--- src/rtl/rcfc_pkg.sv ---
`timescale 1ns / 1ps
`default_nettype none
// ----------------------------------------------------------------------------
// rcfc_pkg
// types and constants shared by the colour frequency classifier
// ----------------------------------------------------------------------------
package rcfc_pkg;

    localparam int COUNT_WIDTH_DEF = 24;
    localparam int TICK_WIDTH_DEF  = 24;

    localparam int REG_WIDTH       = 24;
    localparam int OUT_COUNT_WIDTH = 24;
    localparam int CFG_IDX_WIDTH   = 2;

    localparam logic [REG_WIDTH-1:0] SETTLE_RESET = 24'd35000;
    localparam logic [REG_WIDTH-1:0] GATE_RESET   = 24'd50100;

    localparam logic [CFG_IDX_WIDTH-1:0] CFG_SETTLE = 2'd0;
    localparam logic [CFG_IDX_WIDTH-1:0] CFG_GATE   = 2'd1;

    localparam logic [1:0] COL_NONE  = 2'd0;
    localparam logic [1:0] COL_RED   = 2'd1;
    localparam logic [1:0] COL_GREEN = 2'd2;
    localparam logic [1:0] COL_BLUE  = 2'd3;

    typedef enum logic [1:0] {
        PH_IDLE   = 2'd0,
        PH_SETTLE = 2'd1,
        PH_GATE   = 2'd2
    } t_phase;

    typedef enum logic [1:0] {
        STEP_RED   = 2'd0,
        STEP_GREEN = 2'd1,
        STEP_BLUE  = 2'd2
    } t_step;

    typedef struct packed {
        logic                       select_s2;
        logic                       select_s3;
        logic                       busy_res;
        logic                       done_res;
        logic [1:0]                 colour;
        logic [OUT_COUNT_WIDTH-1:0] red_count;
        logic [OUT_COUNT_WIDTH-1:0] green_count;
        logic [OUT_COUNT_WIDTH-1:0] blue_count;
    } t_result;

endpackage
`default_nettype wire

--- src/rtl/rcfc_if.sv ---
`timescale 1ns / 1ps
`default_nettype none
// ----------------------------------------------------------------------------
// rcfc channel interfaces
// sample input, result output and configuration write channels
// ----------------------------------------------------------------------------
interface rcfc_in_if;
    logic valid;
    logic ready;
    logic start_req;
    logic sensor_level;

    modport source (output valid, output start_req, output sensor_level, input ready);
    modport sink   (input valid, input start_req, input sensor_level, output ready);
endinterface

interface rcfc_out_if;
    logic                                 valid;
    logic                                 ready;
    logic                                 select_s2;
    logic                                 select_s3;
    logic                                 busy_res;
    logic                                 done_res;
    logic [1:0]                           colour;
    logic [rcfc_pkg::OUT_COUNT_WIDTH-1:0] red_count;
    logic [rcfc_pkg::OUT_COUNT_WIDTH-1:0] green_count;
    logic [rcfc_pkg::OUT_COUNT_WIDTH-1:0] blue_count;

    modport source (output valid, output select_s2, output select_s3, output busy_res,
                    output done_res, output colour, output red_count, output green_count,
                    output blue_count, input ready);
    modport sink   (input valid, input select_s2, input select_s3, input busy_res,
                    input done_res, input colour, input red_count, input green_count,
                    input blue_count, output ready);
endinterface

interface rcfc_cfg_if;
    logic                               valid;
    logic                               ready;
    logic [rcfc_pkg::CFG_IDX_WIDTH-1:0] index;
    logic [rcfc_pkg::REG_WIDTH-1:0]     data;

    modport source (output valid, output index, output data, input ready);
    modport sink   (input valid, input index, input data, output ready);
endinterface
`default_nettype wire

--- src/rtl/rgb_colour_frequency_classifier_unit.sv ---
`timescale 1ns / 1ps
`default_nettype none
// ----------------------------------------------------------------------------
// rgb_colour_frequency_classifier_unit
// gated rising-edge counter over red, green and blue filters, reports the
// three counts and the strongest colour
// ----------------------------------------------------------------------------
//  channel    dir  word                                  accepted when
//  i_in_ch    in   start_req, sensor_level               valid && ready
//  o_out_ch   out  select lines, busy, done, colour,     valid && ready
//                  red/green/blue counts
//  i_cfg_ch   in   index, data (settle, gate ticks)      valid && ready
//
//  one sample word per cycle while input ready is high; its result word is
//  registered in the output register, or in the skid register when stalled
//  a skid register holds a second result while the output stalls; input
//  ready drops only while the skid register is full
//  reset clears phase, counters, stored counts and both result slots
//  config ready is always high
// ----------------------------------------------------------------------------
module rgb_colour_frequency_classifier_unit #(
    parameter int COUNT_WIDTH = rcfc_pkg::COUNT_WIDTH_DEF,
    parameter int TICK_WIDTH  = rcfc_pkg::TICK_WIDTH_DEF
) (
    input  wire          i_clk,
    input  wire          i_rst_n,
    rcfc_in_if.sink      i_in_ch,
    rcfc_out_if.source   o_out_ch,
    rcfc_cfg_if.sink     i_cfg_ch
);

    localparam int LIM_WIDTH = 33;
    localparam logic [COUNT_WIDTH-1:0] COUNT_MAX = '1;
    localparam logic [TICK_WIDTH-1:0]  TICK_MAX  = '1;
    localparam logic [LIM_WIDTH-1:0]   TICK_MAX_EXT = LIM_WIDTH'(TICK_MAX);

    logic [rcfc_pkg::REG_WIDTH-1:0] r_settle;
    logic [rcfc_pkg::REG_WIDTH-1:0] r_gate;

    rcfc_pkg::t_phase r_phase, n_phase;
    rcfc_pkg::t_step  r_step, n_step;
    logic [TICK_WIDTH-1:0]  r_tick, n_tick;
    logic [COUNT_WIDTH-1:0] r_edge, n_edge;
    logic                   r_prev;
    logic [COUNT_WIDTH-1:0] r_counts [3];
    logic [COUNT_WIDTH-1:0] n_counts [3];
    logic [1:0]             r_colour, n_colour;
    logic                   n_done;

    rcfc_pkg::t_result r_out, r_skid, n_res;
    logic r_out_valid, r_skid_valid;

    logic in_fire, out_fire;
    logic [LIM_WIDTH-1:0] settle_ext, gate_ext, settle_lim, gate_lim;
    logic [TICK_WIDTH-1:0]  tick_inc;
    logic [COUNT_WIDTH-1:0] edge_inc;
    logic settle_end, gate_end, rise;
    logic [63:0] cnt0_ext, cnt1_ext, cnt2_ext;

    assign in_fire  = i_in_ch.valid && i_in_ch.ready;
    assign out_fire = r_out_valid && o_out_ch.ready;
    assign i_in_ch.ready = !r_skid_valid;
    assign i_cfg_ch.ready = 1'b1;

    // config registers
    always_ff @(posedge i_clk) begin
        if (!i_rst_n) begin
            r_settle <= rcfc_pkg::SETTLE_RESET;
            r_gate   <= rcfc_pkg::GATE_RESET;
        end else if (i_cfg_ch.valid) begin
            case (i_cfg_ch.index)
                rcfc_pkg::CFG_SETTLE: r_settle <= i_cfg_ch.data;
                rcfc_pkg::CFG_GATE:   r_gate   <= i_cfg_ch.data;
                default: ;
            endcase
        end
    end

    // limits clamped to tick counter full scale
    assign settle_ext = LIM_WIDTH'(r_settle);
    assign gate_ext   = LIM_WIDTH'(r_gate);
    assign settle_lim = (settle_ext > TICK_MAX_EXT) ? TICK_MAX_EXT : settle_ext;
    assign gate_lim   = (gate_ext > TICK_MAX_EXT) ? TICK_MAX_EXT : gate_ext;

    assign tick_inc = (r_tick != TICK_MAX) ? r_tick + 1'b1 : r_tick;
    assign rise     = i_in_ch.sensor_level && !r_prev;
    assign edge_inc = (rise && r_edge != COUNT_MAX) ? r_edge + 1'b1 : r_edge;

    assign settle_end = LIM_WIDTH'(tick_inc) >= settle_lim;
    assign gate_end   = (LIM_WIDTH'(tick_inc) >= gate_lim) || (gate_lim == '0);

    // next phase
    always_comb begin
        n_phase = r_phase;
        unique case (r_phase)
            rcfc_pkg::PH_IDLE: begin
                if (i_in_ch.start_req) begin
                    n_phase = (r_settle == '0) ? rcfc_pkg::PH_GATE : rcfc_pkg::PH_SETTLE;
                end
            end
            rcfc_pkg::PH_SETTLE: begin
                if (settle_end) begin
                    n_phase = rcfc_pkg::PH_GATE;
                end
            end
            rcfc_pkg::PH_GATE: begin
                if (gate_end) begin
                    if (r_step == rcfc_pkg::STEP_BLUE) begin
                        n_phase = rcfc_pkg::PH_IDLE;
                    end else begin
                        n_phase = (r_settle == '0) ? rcfc_pkg::PH_GATE
                                                   : rcfc_pkg::PH_SETTLE;
                    end
                end
            end
            default: n_phase = rcfc_pkg::PH_IDLE;
        endcase
    end

    // counters, stored counts and colour decision
    always_comb begin
        n_step      = r_step;
        n_tick      = r_tick;
        n_edge      = r_edge;
        n_counts[0] = r_counts[0];
        n_counts[1] = r_counts[1];
        n_counts[2] = r_counts[2];
        n_colour    = r_colour;
        n_done      = 1'b0;
        unique case (r_phase)
            rcfc_pkg::PH_IDLE: begin
                if (i_in_ch.start_req) begin
                    n_counts[0] = '0;
                    n_counts[1] = '0;
                    n_counts[2] = '0;
                    n_colour    = rcfc_pkg::COL_NONE;
                    n_step      = rcfc_pkg::STEP_RED;
                    n_tick      = '0;
                    n_edge      = '0;
                end
            end
            rcfc_pkg::PH_SETTLE: begin
                n_tick = settle_end ? '0 : tick_inc;
            end
            rcfc_pkg::PH_GATE: begin
                n_tick = tick_inc;
                n_edge = edge_inc;
                if (gate_end) begin
                    n_tick = '0;
                    n_edge = '0;
                    unique case (r_step)
                        rcfc_pkg::STEP_RED: begin
                            n_counts[0] = edge_inc;
                            n_step      = rcfc_pkg::STEP_GREEN;
                        end
                        rcfc_pkg::STEP_GREEN: begin
                            n_counts[1] = edge_inc;
                            n_step      = rcfc_pkg::STEP_BLUE;
                        end
                        default: begin
                            n_counts[2] = edge_inc;
                            n_step      = rcfc_pkg::STEP_RED;
                            n_done      = 1'b1;
                            if (r_counts[0] < r_counts[1]) begin
                                n_colour = (r_counts[1] < edge_inc) ? rcfc_pkg::COL_BLUE
                                                                    : rcfc_pkg::COL_GREEN;
                            end else begin
                                n_colour = (r_counts[0] < edge_inc) ? rcfc_pkg::COL_BLUE
                                                                    : rcfc_pkg::COL_RED;
                            end
                        end
                    endcase
                end
            end
            default: ;
        endcase
    end

    // result word
    assign cnt0_ext = 64'(n_counts[0]);
    assign cnt1_ext = 64'(n_counts[1]);
    assign cnt2_ext = 64'(n_counts[2]);

    always_comb begin
        n_res.select_s2   = (n_step == rcfc_pkg::STEP_GREEN);
        n_res.select_s3   = (n_step == rcfc_pkg::STEP_GREEN) ||
                            (n_step == rcfc_pkg::STEP_BLUE);
        n_res.busy_res    = (n_phase != rcfc_pkg::PH_IDLE);
        n_res.done_res    = n_done;
        n_res.colour      = n_colour;
        n_res.red_count   = cnt0_ext[rcfc_pkg::OUT_COUNT_WIDTH-1:0];
        n_res.green_count = cnt1_ext[rcfc_pkg::OUT_COUNT_WIDTH-1:0];
        n_res.blue_count  = cnt2_ext[rcfc_pkg::OUT_COUNT_WIDTH-1:0];
    end

    // measurement state
    always_ff @(posedge i_clk) begin
        if (!i_rst_n) begin
            r_phase     <= rcfc_pkg::PH_IDLE;
            r_step      <= rcfc_pkg::STEP_RED;
            r_tick      <= '0;
            r_edge      <= '0;
            r_prev      <= 1'b0;
            r_counts[0] <= '0;
            r_counts[1] <= '0;
            r_counts[2] <= '0;
            r_colour    <= rcfc_pkg::COL_NONE;
        end else if (in_fire) begin
            r_phase     <= n_phase;
            r_step      <= n_step;
            r_tick      <= n_tick;
            r_edge      <= n_edge;
            r_prev      <= i_in_ch.sensor_level;
            r_counts[0] <= n_counts[0];
            r_counts[1] <= n_counts[1];
            r_counts[2] <= n_counts[2];
            r_colour    <= n_colour;
        end
    end

    // output register and skid
    always_ff @(posedge i_clk) begin
        if (!i_rst_n) begin
            r_out_valid  <= 1'b0;
            r_skid_valid <= 1'b0;
        end else if (!r_out_valid || out_fire) begin
            if (r_skid_valid) begin
                r_out_valid  <= 1'b1;
                r_skid_valid <= 1'b0;
            end else begin
                r_out_valid  <= in_fire;
            end
        end else if (in_fire) begin
            r_skid_valid <= 1'b1;
        end
    end

    always_ff @(posedge i_clk) begin
        if (!r_out_valid || out_fire) begin
            r_out <= r_skid_valid ? r_skid : n_res;
        end
        if (r_out_valid && !out_fire && in_fire) begin
            r_skid <= n_res;
        end
    end

    assign o_out_ch.valid       = r_out_valid;
    assign o_out_ch.select_s2   = r_out.select_s2;
    assign o_out_ch.select_s3   = r_out.select_s3;
    assign o_out_ch.busy_res    = r_out.busy_res;
    assign o_out_ch.done_res    = r_out.done_res;
    assign o_out_ch.colour      = r_out.colour;
    assign o_out_ch.red_count   = r_out.red_count;
    assign o_out_ch.green_count = r_out.green_count;
    assign o_out_ch.blue_count  = r_out.blue_count;

    // checks
    a_skid_needs_out: assert property (@(posedge i_clk) disable iff (!i_rst_n)
        r_skid_valid |-> r_out_valid)
        else $error("skid word held without an output word");

    a_done_not_busy: assert property (@(posedge i_clk) disable iff (!i_rst_n)
        (r_out_valid && r_out.done_res) |-> !r_out.busy_res)
        else $error("done word still reports busy");

    a_idle_is_red: assert property (@(posedge i_clk) disable iff (!i_rst_n)
        (r_phase == rcfc_pkg::PH_IDLE) |-> (r_step == rcfc_pkg::STEP_RED))
        else $error("idle with a filter other than red");

    a_start_leaves_idle: assert property (@(posedge i_clk) disable iff (!i_rst_n)
        (in_fire && i_in_ch.start_req && r_phase == rcfc_pkg::PH_IDLE)
        |=> (r_phase != rcfc_pkg::PH_IDLE))
        else $error("start word did not begin a measurement");

endmodule
`default_nettype wire
--- src/flat_wrapper.sv ---
// flat-port wrapper written by rule: the top's interface ports become plain ports
module rgb_colour_frequency_classifier_unit_flat 
#(
    parameter int COUNT_WIDTH = rcfc_pkg::COUNT_WIDTH_DEF,
    parameter int TICK_WIDTH  = rcfc_pkg::TICK_WIDTH_DEF
)
  (i_clk, i_rst_n, i_in_ch_valid, i_in_ch_start_req, i_in_ch_sensor_level, i_in_ch_ready, o_out_ch_valid, o_out_ch_select_s2, o_out_ch_select_s3, o_out_ch_busy_res, o_out_ch_done_res, o_out_ch_colour, o_out_ch_red_count, o_out_ch_green_count, o_out_ch_blue_count, o_out_ch_ready, i_cfg_ch_valid, i_cfg_ch_index, i_cfg_ch_data, i_cfg_ch_ready);
  rcfc_in_if i_in_ch_i ();
  rcfc_out_if o_out_ch_i ();
  rcfc_cfg_if i_cfg_ch_i ();
  input  wire i_clk;
  input  wire i_rst_n;
  input wire logic [$bits(i_in_ch_i.valid)-1:0] i_in_ch_valid;
  input wire logic [$bits(i_in_ch_i.start_req)-1:0] i_in_ch_start_req;
  input wire logic [$bits(i_in_ch_i.sensor_level)-1:0] i_in_ch_sensor_level;
  output wire logic [$bits(i_in_ch_i.ready)-1:0] i_in_ch_ready;
  output wire logic [$bits(o_out_ch_i.valid)-1:0] o_out_ch_valid;
  output wire logic [$bits(o_out_ch_i.select_s2)-1:0] o_out_ch_select_s2;
  output wire logic [$bits(o_out_ch_i.select_s3)-1:0] o_out_ch_select_s3;
  output wire logic [$bits(o_out_ch_i.busy_res)-1:0] o_out_ch_busy_res;
  output wire logic [$bits(o_out_ch_i.done_res)-1:0] o_out_ch_done_res;
  output wire logic [$bits(o_out_ch_i.colour)-1:0] o_out_ch_colour;
  output wire logic [$bits(o_out_ch_i.red_count)-1:0] o_out_ch_red_count;
  output wire logic [$bits(o_out_ch_i.green_count)-1:0] o_out_ch_green_count;
  output wire logic [$bits(o_out_ch_i.blue_count)-1:0] o_out_ch_blue_count;
  input wire logic [$bits(o_out_ch_i.ready)-1:0] o_out_ch_ready;
  input wire logic [$bits(i_cfg_ch_i.valid)-1:0] i_cfg_ch_valid;
  input wire logic [$bits(i_cfg_ch_i.index)-1:0] i_cfg_ch_index;
  input wire logic [$bits(i_cfg_ch_i.data)-1:0] i_cfg_ch_data;
  output wire logic [$bits(i_cfg_ch_i.ready)-1:0] i_cfg_ch_ready;
  assign i_in_ch_i.valid = i_in_ch_valid;
  assign i_in_ch_i.start_req = i_in_ch_start_req;
  assign i_in_ch_i.sensor_level = i_in_ch_sensor_level;
  assign i_in_ch_ready = i_in_ch_i.ready;
  assign o_out_ch_valid = o_out_ch_i.valid;
  assign o_out_ch_select_s2 = o_out_ch_i.select_s2;
  assign o_out_ch_select_s3 = o_out_ch_i.select_s3;
  assign o_out_ch_busy_res = o_out_ch_i.busy_res;
  assign o_out_ch_done_res = o_out_ch_i.done_res;
  assign o_out_ch_colour = o_out_ch_i.colour;
  assign o_out_ch_red_count = o_out_ch_i.red_count;
  assign o_out_ch_green_count = o_out_ch_i.green_count;
  assign o_out_ch_blue_count = o_out_ch_i.blue_count;
  assign o_out_ch_i.ready = o_out_ch_ready;
  assign i_cfg_ch_i.valid = i_cfg_ch_valid;
  assign i_cfg_ch_i.index = i_cfg_ch_index;
  assign i_cfg_ch_i.data = i_cfg_ch_data;
  assign i_cfg_ch_ready = i_cfg_ch_i.ready;
  rgb_colour_frequency_classifier_unit #(.COUNT_WIDTH(COUNT_WIDTH), .TICK_WIDTH(TICK_WIDTH)) u_core (.i_clk(i_clk), .i_rst_n(i_rst_n), .i_in_ch(i_in_ch_i), .o_out_ch(o_out_ch_i), .i_cfg_ch(i_cfg_ch_i));
endmodule
--- config.mk ---
export PLATFORM = sky130hd
export DESIGN_NAME = rgb_colour_frequency_classifier_unit_flat
export DESIGN_NICKNAME = d
export VERILOG_FILES = /design/src/rtl/rcfc_pkg.sv /design/src/rtl/rcfc_if.sv /design/src/rtl/rgb_colour_frequency_classifier_unit.sv /design/src/flat_wrapper.sv
export SDC_FILE = /design/constraint.sdc
export NUM_CORES = 1
export LEC_CHECK = 0
export BUFFER_PORTS_ARGS = -buffer_cell sky130_fd_sc_hd__buf_2
export CAP_MARGIN = 20
export CORE_ASPECT_RATIO = 1.1
export CORE_MARGIN = 2
export CORE_UTILIZATION = 50
export CTS_CLUSTER_SIZE = 10
export DETAILED_ROUTE_END_ITERATION = 10
export HOLD_SLACK_MARGIN = 0.08
export PLACE_DENSITY_LB_ADDON = 0.1
export SLEW_MARGIN = 20
export SYNTH_ARGS = -nofsm -noshare
export SYNTH_HDL_FRONTEND = slang
export SYNTH_SLANG_ARGS = --single-unit
--- constraint.sdc ---
create_clock -name i_clk -period 7.51 [get_ports i_clk]
set_input_delay 1.1265 -clock i_clk [delete_from_list [all_inputs] [get_ports i_clk]]
set_output_delay 1.1265 -clock i_clk [all_outputs]
set_load 0.02 [all_outputs]
==> impl_metrics.py, run 1 <==
metrics = {
    "final_layout": {
        "layout_common_cells": "265 x nand2_1, 228 x edfxtp_1, 123 x ha_1",
        "antennaDiodeCount": 0,
        "drive_gt1_share_pct": 13.7,
        "final_common_cell": "nand2_1",
        "syn2layout_area_growth_pct": 12.0,
        "nNetsFinal": 2041,
    },
    "setup_path": {
        "path_buf_inv": 0,
        "reg2reg_slack_ps": 1880,
        "start_kind": "flop",
        "r2r_cells": 17,
        "critical_path.max_stage_delay_ps": 830,
        "rr_startpoint": "u_core.r_tick[0]$_SDFFE_PN0P_",
        "crit_type": "reg -> reg",
        "path_max_fanout": 24,
        "arrival_ps": 6030,
        "worstReg2RegEnd": "u_core.r_counts[0][0]$_SDFFCE_PN0P_",
        "crit_path_end_kind": "flop",
        "cp_slowest_cell": "nor2_2",
        "cp_top_family": "simple AND/OR/NAND/NOR gates",
        "worstPathRequired_ps": 7910,
        "cp_cell_sequence": "ha_1 > and4_1 > and3_1 > nor2_1 > and4_1 > nand4_1 > xnor2_1 > ha_1 > o21a_1 > a21oi_1 > o211ai_1 > nor4_2 > nor3_2 > o21ai_2 > a21oi_1 > nor2_2 > a22o_1",
    },
    "clock_tree": {
        "ctsHoldBuffers": 0,
        "postCtsSetupBuffers": 0,
        "insertion_delay_ps": 540,
        "clockBufferDepth": 3,
        "cts_tree": "yes",
        "cts_sinks": 333,
        "cts_buffers": 40,
        "clkTransAtPathRegs_ps": 60,
        "cts_resized": 0,
        "cts-root-buf": "clkbuf_16",
        "h-tree-depth": 2,
    },
    "synth": {
        "ys_ff_latch": 333,
        "synthArstFlopShare_pct": 0,
        "avgSynthCellArea_um2": 10.1,
        "synth.top_cell.area_share_pct": 37.5,
        "synth-seq-area-share_pct": 49.0,
        "ys.warnings.count": 0,
        "yosys.area.top_type": "edfxtp_1",
        "syn_area_mm2": 0.0182,
        "synth_edf_count": 228,
        "syn-num-nets": 1961,
        "synthTopCellsByArea": "edfxtp_1 38%, dfxtp_1 12%, ha_1 8.5%, nand2_1 5.5%, a21boi_0 3.2%",
        "synthDistinctLibCells": 76,
        "syn_inst": 1804,
        "synth_flop_cell": "edfxtp_1",
    },
    "min_path": {
        "min_from": "u_core.r_prev$_SDFFE_PN0P_",
        "hold_end": "u_core.r_prev$_SDFFE_PN0P_",
        "whs_path_depth": 2,
        "hold_path_class": "reg -> reg",
    },
    "sta": {
        "rsz0062_at_grt": "no",
        "finalClockSkew_ps": 19.4,
        "finalHoldViolCount": 0,
        "worstMarginPinSlew_ps": 1140,
        "fmax_mhz": 178,
        "setup-violations-final": 0,
        "drv_slew": 0,
        "post-route-period-util_pct": 74.9,
        "worst_slack_ps": 1880,
        "setup_tns_ps": 0,
        "finalCriticalPeriod_ps": 5630,
        "relSlewSlack_pct": 23.7,
    },
    "global_routing": {
        "gr-usage-all-layers_pct": 25.9,
        "antenna_found_initial": 0,
        "grt_max_degree": 74,
        "grt_pass1_wl_mm": 76.6,
        "grt-ovfl-total": 0,
        "grt_pass1_vias": 13500,
    },
    "die": {
        "ios": 114,
        "start_util_pct": 50.6,
        "coreArea_mm2": 0.0361,
        "num_rows": 73,
        "dieArea_mm2": 0.0380,
        "dieHeight_um": 204,
        "die_w_um": 186,
    },
    "routing": {
        "avgViaCountPerCell": 5.80,
        "first_pass_iters": 5,
        "drc": 0,
        "first_iter_violations": 1123,
        "num_vias": 13900,
        "antenna_left": 0,
        "routed_wl_mm": 48.4,
        "wl_per_cell_um": 20.2,
    },
    "flow_run": {
        "maxCapViolCount": 0,
    },
    "power_and_ir_drop": {
        "irDropWorstVdd_mv": 0.137,
        "p_per_area_mw_per_mm2": 211,
        "p_leak_nw": 7.99,
    },
    "placement": {
        "gp_routability_congestion": 0.882,
        "io_buffers": 112,
        "dp_hpwl_mm": 33.2,
        "pre_cts_ws_ps": 1600,
    },
    "run_status": {
        "status": "finished, final reports clean",
    },
}
flip-flops by register name (all words and copies together), names as in the netlist, 2 cells and up:
| signal | flops |
|---|---|
| u_core.r_step | 2 |
| u_core.r_settle | 24 |
| u_core.o_out_ch.colour | 2 |
| u_core.r_colour | 2 |
| u_core.r_tick | 24 |
| u_core.r_phase | 2 |
| u_core.o_out_ch.green_count | 24 |
| u_core.r_counts | 72 |
| u_core.r_edge | 24 |
| u_core.r_gate | 24 |
| u_core.r_skid | 78 |
| u_core.o_out_ch.blue_count | 24 |
| u_core.o_out_ch.red_count | 24 |
logic make-up (layout without fill, tap and decap cells):
| logic type | Yosys count | in the layout | synth area share [%] |
|---|---|---|---|
| and+or+nand+nor | 669 | 669 | 17.4 |
| AOI/OAI and AO/OA | 382 | 382 | 15.4 |
| DFF | 333 | 333 | 49.0 |
| buffers and inverters | 197 | 306 | 4.25 |
| adders and majority gates | 124 | 124 | 8.50 |
| muxes | 54 | 54 | 3.28 |
| xor gates and xnor gates | 44 | 44 | 2.11 |
| other | 1 | 1 | 0.0206 |
synth_stat cells (4+ instances only):
| master | count |
|---|---|
| a22o_1 | 26 |
| a211oi_1 | 6 |
| o21ai_1 | 8 |
| o221ai_1 | 6 |
| mux2_2 | 46 |
| nand2b_1 | 7 |
| nand3_1 | 108 |
| o21a_1 | 24 |
| ha_1 | 124 |
| nor2b_1 | 12 |
| a21o_1 | 8 |
| xnor2_1 | 33 |
| buf_2 | 17 |
| nor2_1 | 100 |
| a21oi_1 | 51 |
| edfxtp_1 | 228 |
| and4_1 | 10 |
| a31oi_1 | 33 |
| clkbuf_1 | 72 |
| o211ai_1 | 35 |
| dfxtp_1 | 105 |
| o31ai_1 | 4 |
| nor4_1 | 18 |
| xor2_1 | 11 |
| o2bb2ai_1 | 9 |
| o32ai_2 | 9 |
| and2_1 | 48 |
| and3_1 | 17 |
| a21boi_0 | 78 |
| mux2i_1 | 7 |
| nor3_1 | 22 |
| nand4_1 | 40 |
| o21ai_0 | 35 |
| nand2_1 | 266 |
| a211o_1 | 13 |
| inv_1 | 103 |
power by group:
part	switching [mW]	leakage [nW]	total, mW	internal [mW]
clock network	0.752	0.575	1.81	1.06
logic	0.265	4.16	0.408	0.142
registers	0.0488	3.26	2.10	2.05
total	1.07	7.99	4.32	3.25
layer usage:
| layer | up-vias | global-route usage [%] | wire (um) |
|---|---|---|---|
| met5 | - | 0 | 0 |
| met4 | 0 | 8.30 | 1410 |
| met3 | 94 | 4.13 | 2350 |
| met2 | 368 | 42.9 | 23100 |
| met1 | 6699 | 34.7 | 21500 |
| li1 | 6759 | - | - |
final cells by class:
class,instances,area [um2]
clock buffer,68,1170
clock inverter,3,30.0
fill,3227,15600
inverter,103,388
multi-input combinational,1274,8590
sequential,333,8950
tap,487,609
timing repair buffer,132,711
worst max path at each step:
| stage | from | to | slack (ps) | cells past startpoint |
|---|---|---|---|---|
| floorplan | o_out_ch_ready | u_core.r_skid[0]$_DFFE_PP_ | 500 | 2 |
| global placement | i_in_ch_sensor_level | u_core.o_out_ch.colour[1]$_DFFE_PP_ | 1670 | 16 |
| detailed placement | i_in_ch_sensor_level | u_core.o_out_ch.colour[1]$_DFFE_PP_ | 1600 | 16 |
| CTS | u_core.r_tick[0]$_SDFFE_PN0P_ | u_core.r_counts[0][0]$_SDFFCE_PN0P_ | 1990 | 17 |
| global route | u_core.r_tick[10]$_SDFFE_PN0P_ | u_core.r_counts[0][7]$_SDFFCE_PN0P_ | 1380 | 17 |
| finish | u_core.r_tick[0]$_SDFFE_PN0P_ | u_core.r_counts[0][0]$_SDFFCE_PN0P_ | 1880 | 17 |
metrics by stage:
step | hold WS, ps | area (um2) | cells | power (mW) | util (%)
finish | 464 | 20400 | 2400 | 4.32 | 56.7
CTS | 466 | 20400 | 2400 | 4.36 | 56.6
floorplan | 444 | 18200 | 1804 | 2.41 | -
global route | 490 | 20400 | 2400 | 4.48 | 56.7
global placement | 452 | 19200 | 2329 | 2.54 | 53.3
detailed placement | 458 | 19200 | 2329 | 2.55 | 53.3
worst register-to-register path, stage by stage (launching register included):
cell and delay (ps):
dfxtp_1 360, ha_1 270, and4_1 240, and3_1 220, nor2_1 280, and4_1 330
nand4_1 140, xnor2_1 310, ha_1 300, o21a_1 170, a21oi_1 200, o211ai_1 160
nor4_2 450, nor3_2 180, o21ai_2 600, a21oi_1 180, nor2_2 830, a22o_1 280
No activity file was read; power rests on OpenSTA's default activity.
==> run 2: changes to the inputs <==
clock period = 4.9 ns   (was 7.51 ns; I/O delays follow)
==> impl_metrics.py, run 2 (synthesis results as in run 1) <==
metrics = {
    "final_layout": {
        "largestRegisters": "u_core.r_skid x78, u_core.r_counts x72",
        "syn2layout_area_growth_pct": 15.9,
        "post-route-util_pct": 58.6,
        "max_flop_register": "u_core.r_skid",
        "largest_reg_flops": 78,
        "final_common_cell": "nand2_1",
        "n_fill_cell": 3095,
        "final_cell_area_mm2": 0.0212,
        "layout_common_cells": "265 x nand2_1, 228 x edfxtp_1, 123 x ha_1",
        "nNetsFinal": 2121,
        "drive_gt1_share_pct": 17.7,
    },
    "power_and_ir_drop": {
        "p_leak_nw": 8.42,
        "p_per_area_mw_per_mm2": 310,
        "power.switching_mw": 1.66,
        "p_seq_share_pct": 49.2,
        "p_int_mw": 4.90,
        "clkPwrFrac_pct": 41.0,
        "switching_share_pct": 25.3,
        "comb_power_share_pct": 9.8,
        "irDropWorstVdd_mv": 0.220,
    },
    "setup_path": {
        "worstSetupStartpoint": "u_core.r_tick[8]$_SDFFE_PN0P_",
        "crit_path_end_kind": "flop",
        "start_kind": "flop",
        "arrival_ps": 5000,
        "crit_type": "reg -> reg",
        "worstPathRequired_ps": 5200,
        "rr_startpoint": "u_core.r_tick[8]$_SDFFE_PN0P_",
        "path_max_fanout": 12,
    },
    "sta": {
        "setup-violations-final": 0,
        "finalHoldViolCount": 0,
        "fin_hold_ws_ps": 433,
        "worst_slack_ps": 201,
        "relSlewSlack_pct": 33.4,
        "setup_tns_ps": 0,
        "finalClockSkew_ps": 32.2,
        "post-route-period-util_pct": 95.9,
        "finalCriticalPeriod_ps": 4700,
        "fmax_mhz": 213,
        "drv_slew": 0,
        "worstMarginPinSlew_ps": 999,
    },
    "routing": {
        "num_vias": 14500,
        "first_iter_violations": 1059,
        "avgViaCountPerCell": 5.84,
        "drc": 0,
        "wl_per_cell_um": 20.4,
        "routed_wl_mm": 50.7,
        "first_pass_iters": 5,
        "antenna_left": 0,
    },
    "placement": {
        "placed_area_mm2": 0.0199,
        "io_buffers": 112,
        "pre_cts_ws_ps": 1.24,
        "gp_routability_congestion": 0.904,
        "dp_hpwl_mm": 35.5,
    },
    "clock_tree": {
        "cts_tree": "yes",
        "cts_sinks": 333,
        "clockBufferDepth": 3,
        "cts_buffers": 40,
        "insertion_delay_ps": 570,
        "clkTransAtPathRegs_ps": 60,
        "cts-root-buf": "clkbuf_16",
        "h-tree-depth": 2,
    },
    "die": {
        "die_w_um": 186,
        "dieHeight_um": 204,
        "dieArea_mm2": 0.0380,
        "num_rows": 73,
        "coreArea_mm2": 0.0361,
        "start_util_pct": 50.6,
        "ios": 114,
    },
    "global_routing": {
        "grt-ovfl-total": 0,
        "grt_pass1_vias": 14000,
        "gr-usage-all-layers_pct": 26.8,
        "antenna_found_initial": 1,
        "grt_pass1_wl_mm": 78.9,
        "grt_max_degree": 75,
    },
    "flow_run": {
        "maxCapViolCount": 0,
    },
    "min_path": {
        "min_from": "i_cfg_ch_data[5]",
        "hold_path_class": "in -> reg",
    },
    "run_status": {
        "status": "finished, final reports clean",
    },
}
==> run 2: changes by cell type in the layout (fill, tap and decap cells not counted), sizes merged <==
cell	delta
buf	+78
clkbuf	-7
a21oi	+2
clkinv	+2
inv	+2
diode	+1
==> run 2: layout make-up <==
| type | count | area [um2] | area share (%) |
|---|---|---|---|
| tap | 487 | 609 | 2.88 |
| antenna | 1 | 2.50 | 0.0118 |
| inverter | 103 | 388 | 1.83 |
| clock buffer | 61 | 1080 | 5.10 |
| sequential | 333 | 8950 | 42.3 |
| multi-input combinational | 1276 | 8690 | 41.1 |
| clock inverter | 7 | 61.3 | 0.290 |
| timing repair buffer | 210 | 1380 | 6.52 |
==> run 2: worst paths after layout <==
kind	endpoint	slack (ps)	depth (start not counted)
min reg2reg	u_core.r_prev$_SDFFE_PN0P_	470	2
max reg2reg	u_core.o_out_ch.green_count[14]$_DFFE_PP_	200	18
min	u_core.r_gate[5]$_SDFFE_PN1P_	430	3
max	u_core.o_out_ch.green_count[14]$_DFFE_PP_	200	18
==> run 2: repair_timing <==
action / in CTS / in global routing
endpoints found under the setup margin: 2 / 169
buffers inserted: 0 / 2
pin swaps: 1 / 1
hold endpoints to repair: 0 / 0
hold buffers: 0 / 0
resized for setup: 0 / 18
cloned: 1 / 1
==> run 2: power by group through the flow <==
stage                     Sequential, mW  Combinational, mW  Clock, mW
final                               3.23              0.643       2.69
after global routing                3.24              0.713       2.85
after CTS                           3.23              0.643       2.74
after detailed placement            3.28              0.641          0
after global placement              3.28              0.627          0
after floorplan                     3.34              0.343          0
==> run 2: metrics by stage <==
step                cells  power [mW]
floorplan            1804        3.69
global placement     2405        3.91
detailed placement   2405        3.92
CTS                  2474        6.61
global route         2477        6.80
finish               2478        6.56
==> run 2: critical path: stages, from the launching register on <==
cell and delay, ps:
dfxtp_1 400, and4_1 310, and4_1 330, nand2_1 110
nor2_1 190, nand3_1 210, xnor2_2 320, ha_1 300
a211o_1 300, a21oi_1 180, o211ai_1 170, nor4_2 380
or3_4 300, a21boi_2 120, buf_12 180, nor2_1 100
o32ai_1 100, buf_4 190, mux2_2 250
==> run 2: metal layers <==
metal / GRT usage [%] / routed length [um] / share of wire [%] / up-vias
met3: 3.99 / 2940 / 5.8 / 93
met4: 9.25 / 1630 / 3.2 / 0
met5: 0 / 0 / 0 / -
met1: 35.0 / 21400 / 42 / 6976
met2: 45.3 / 24700 / 49 / 473
li1: - / - / - / 6929
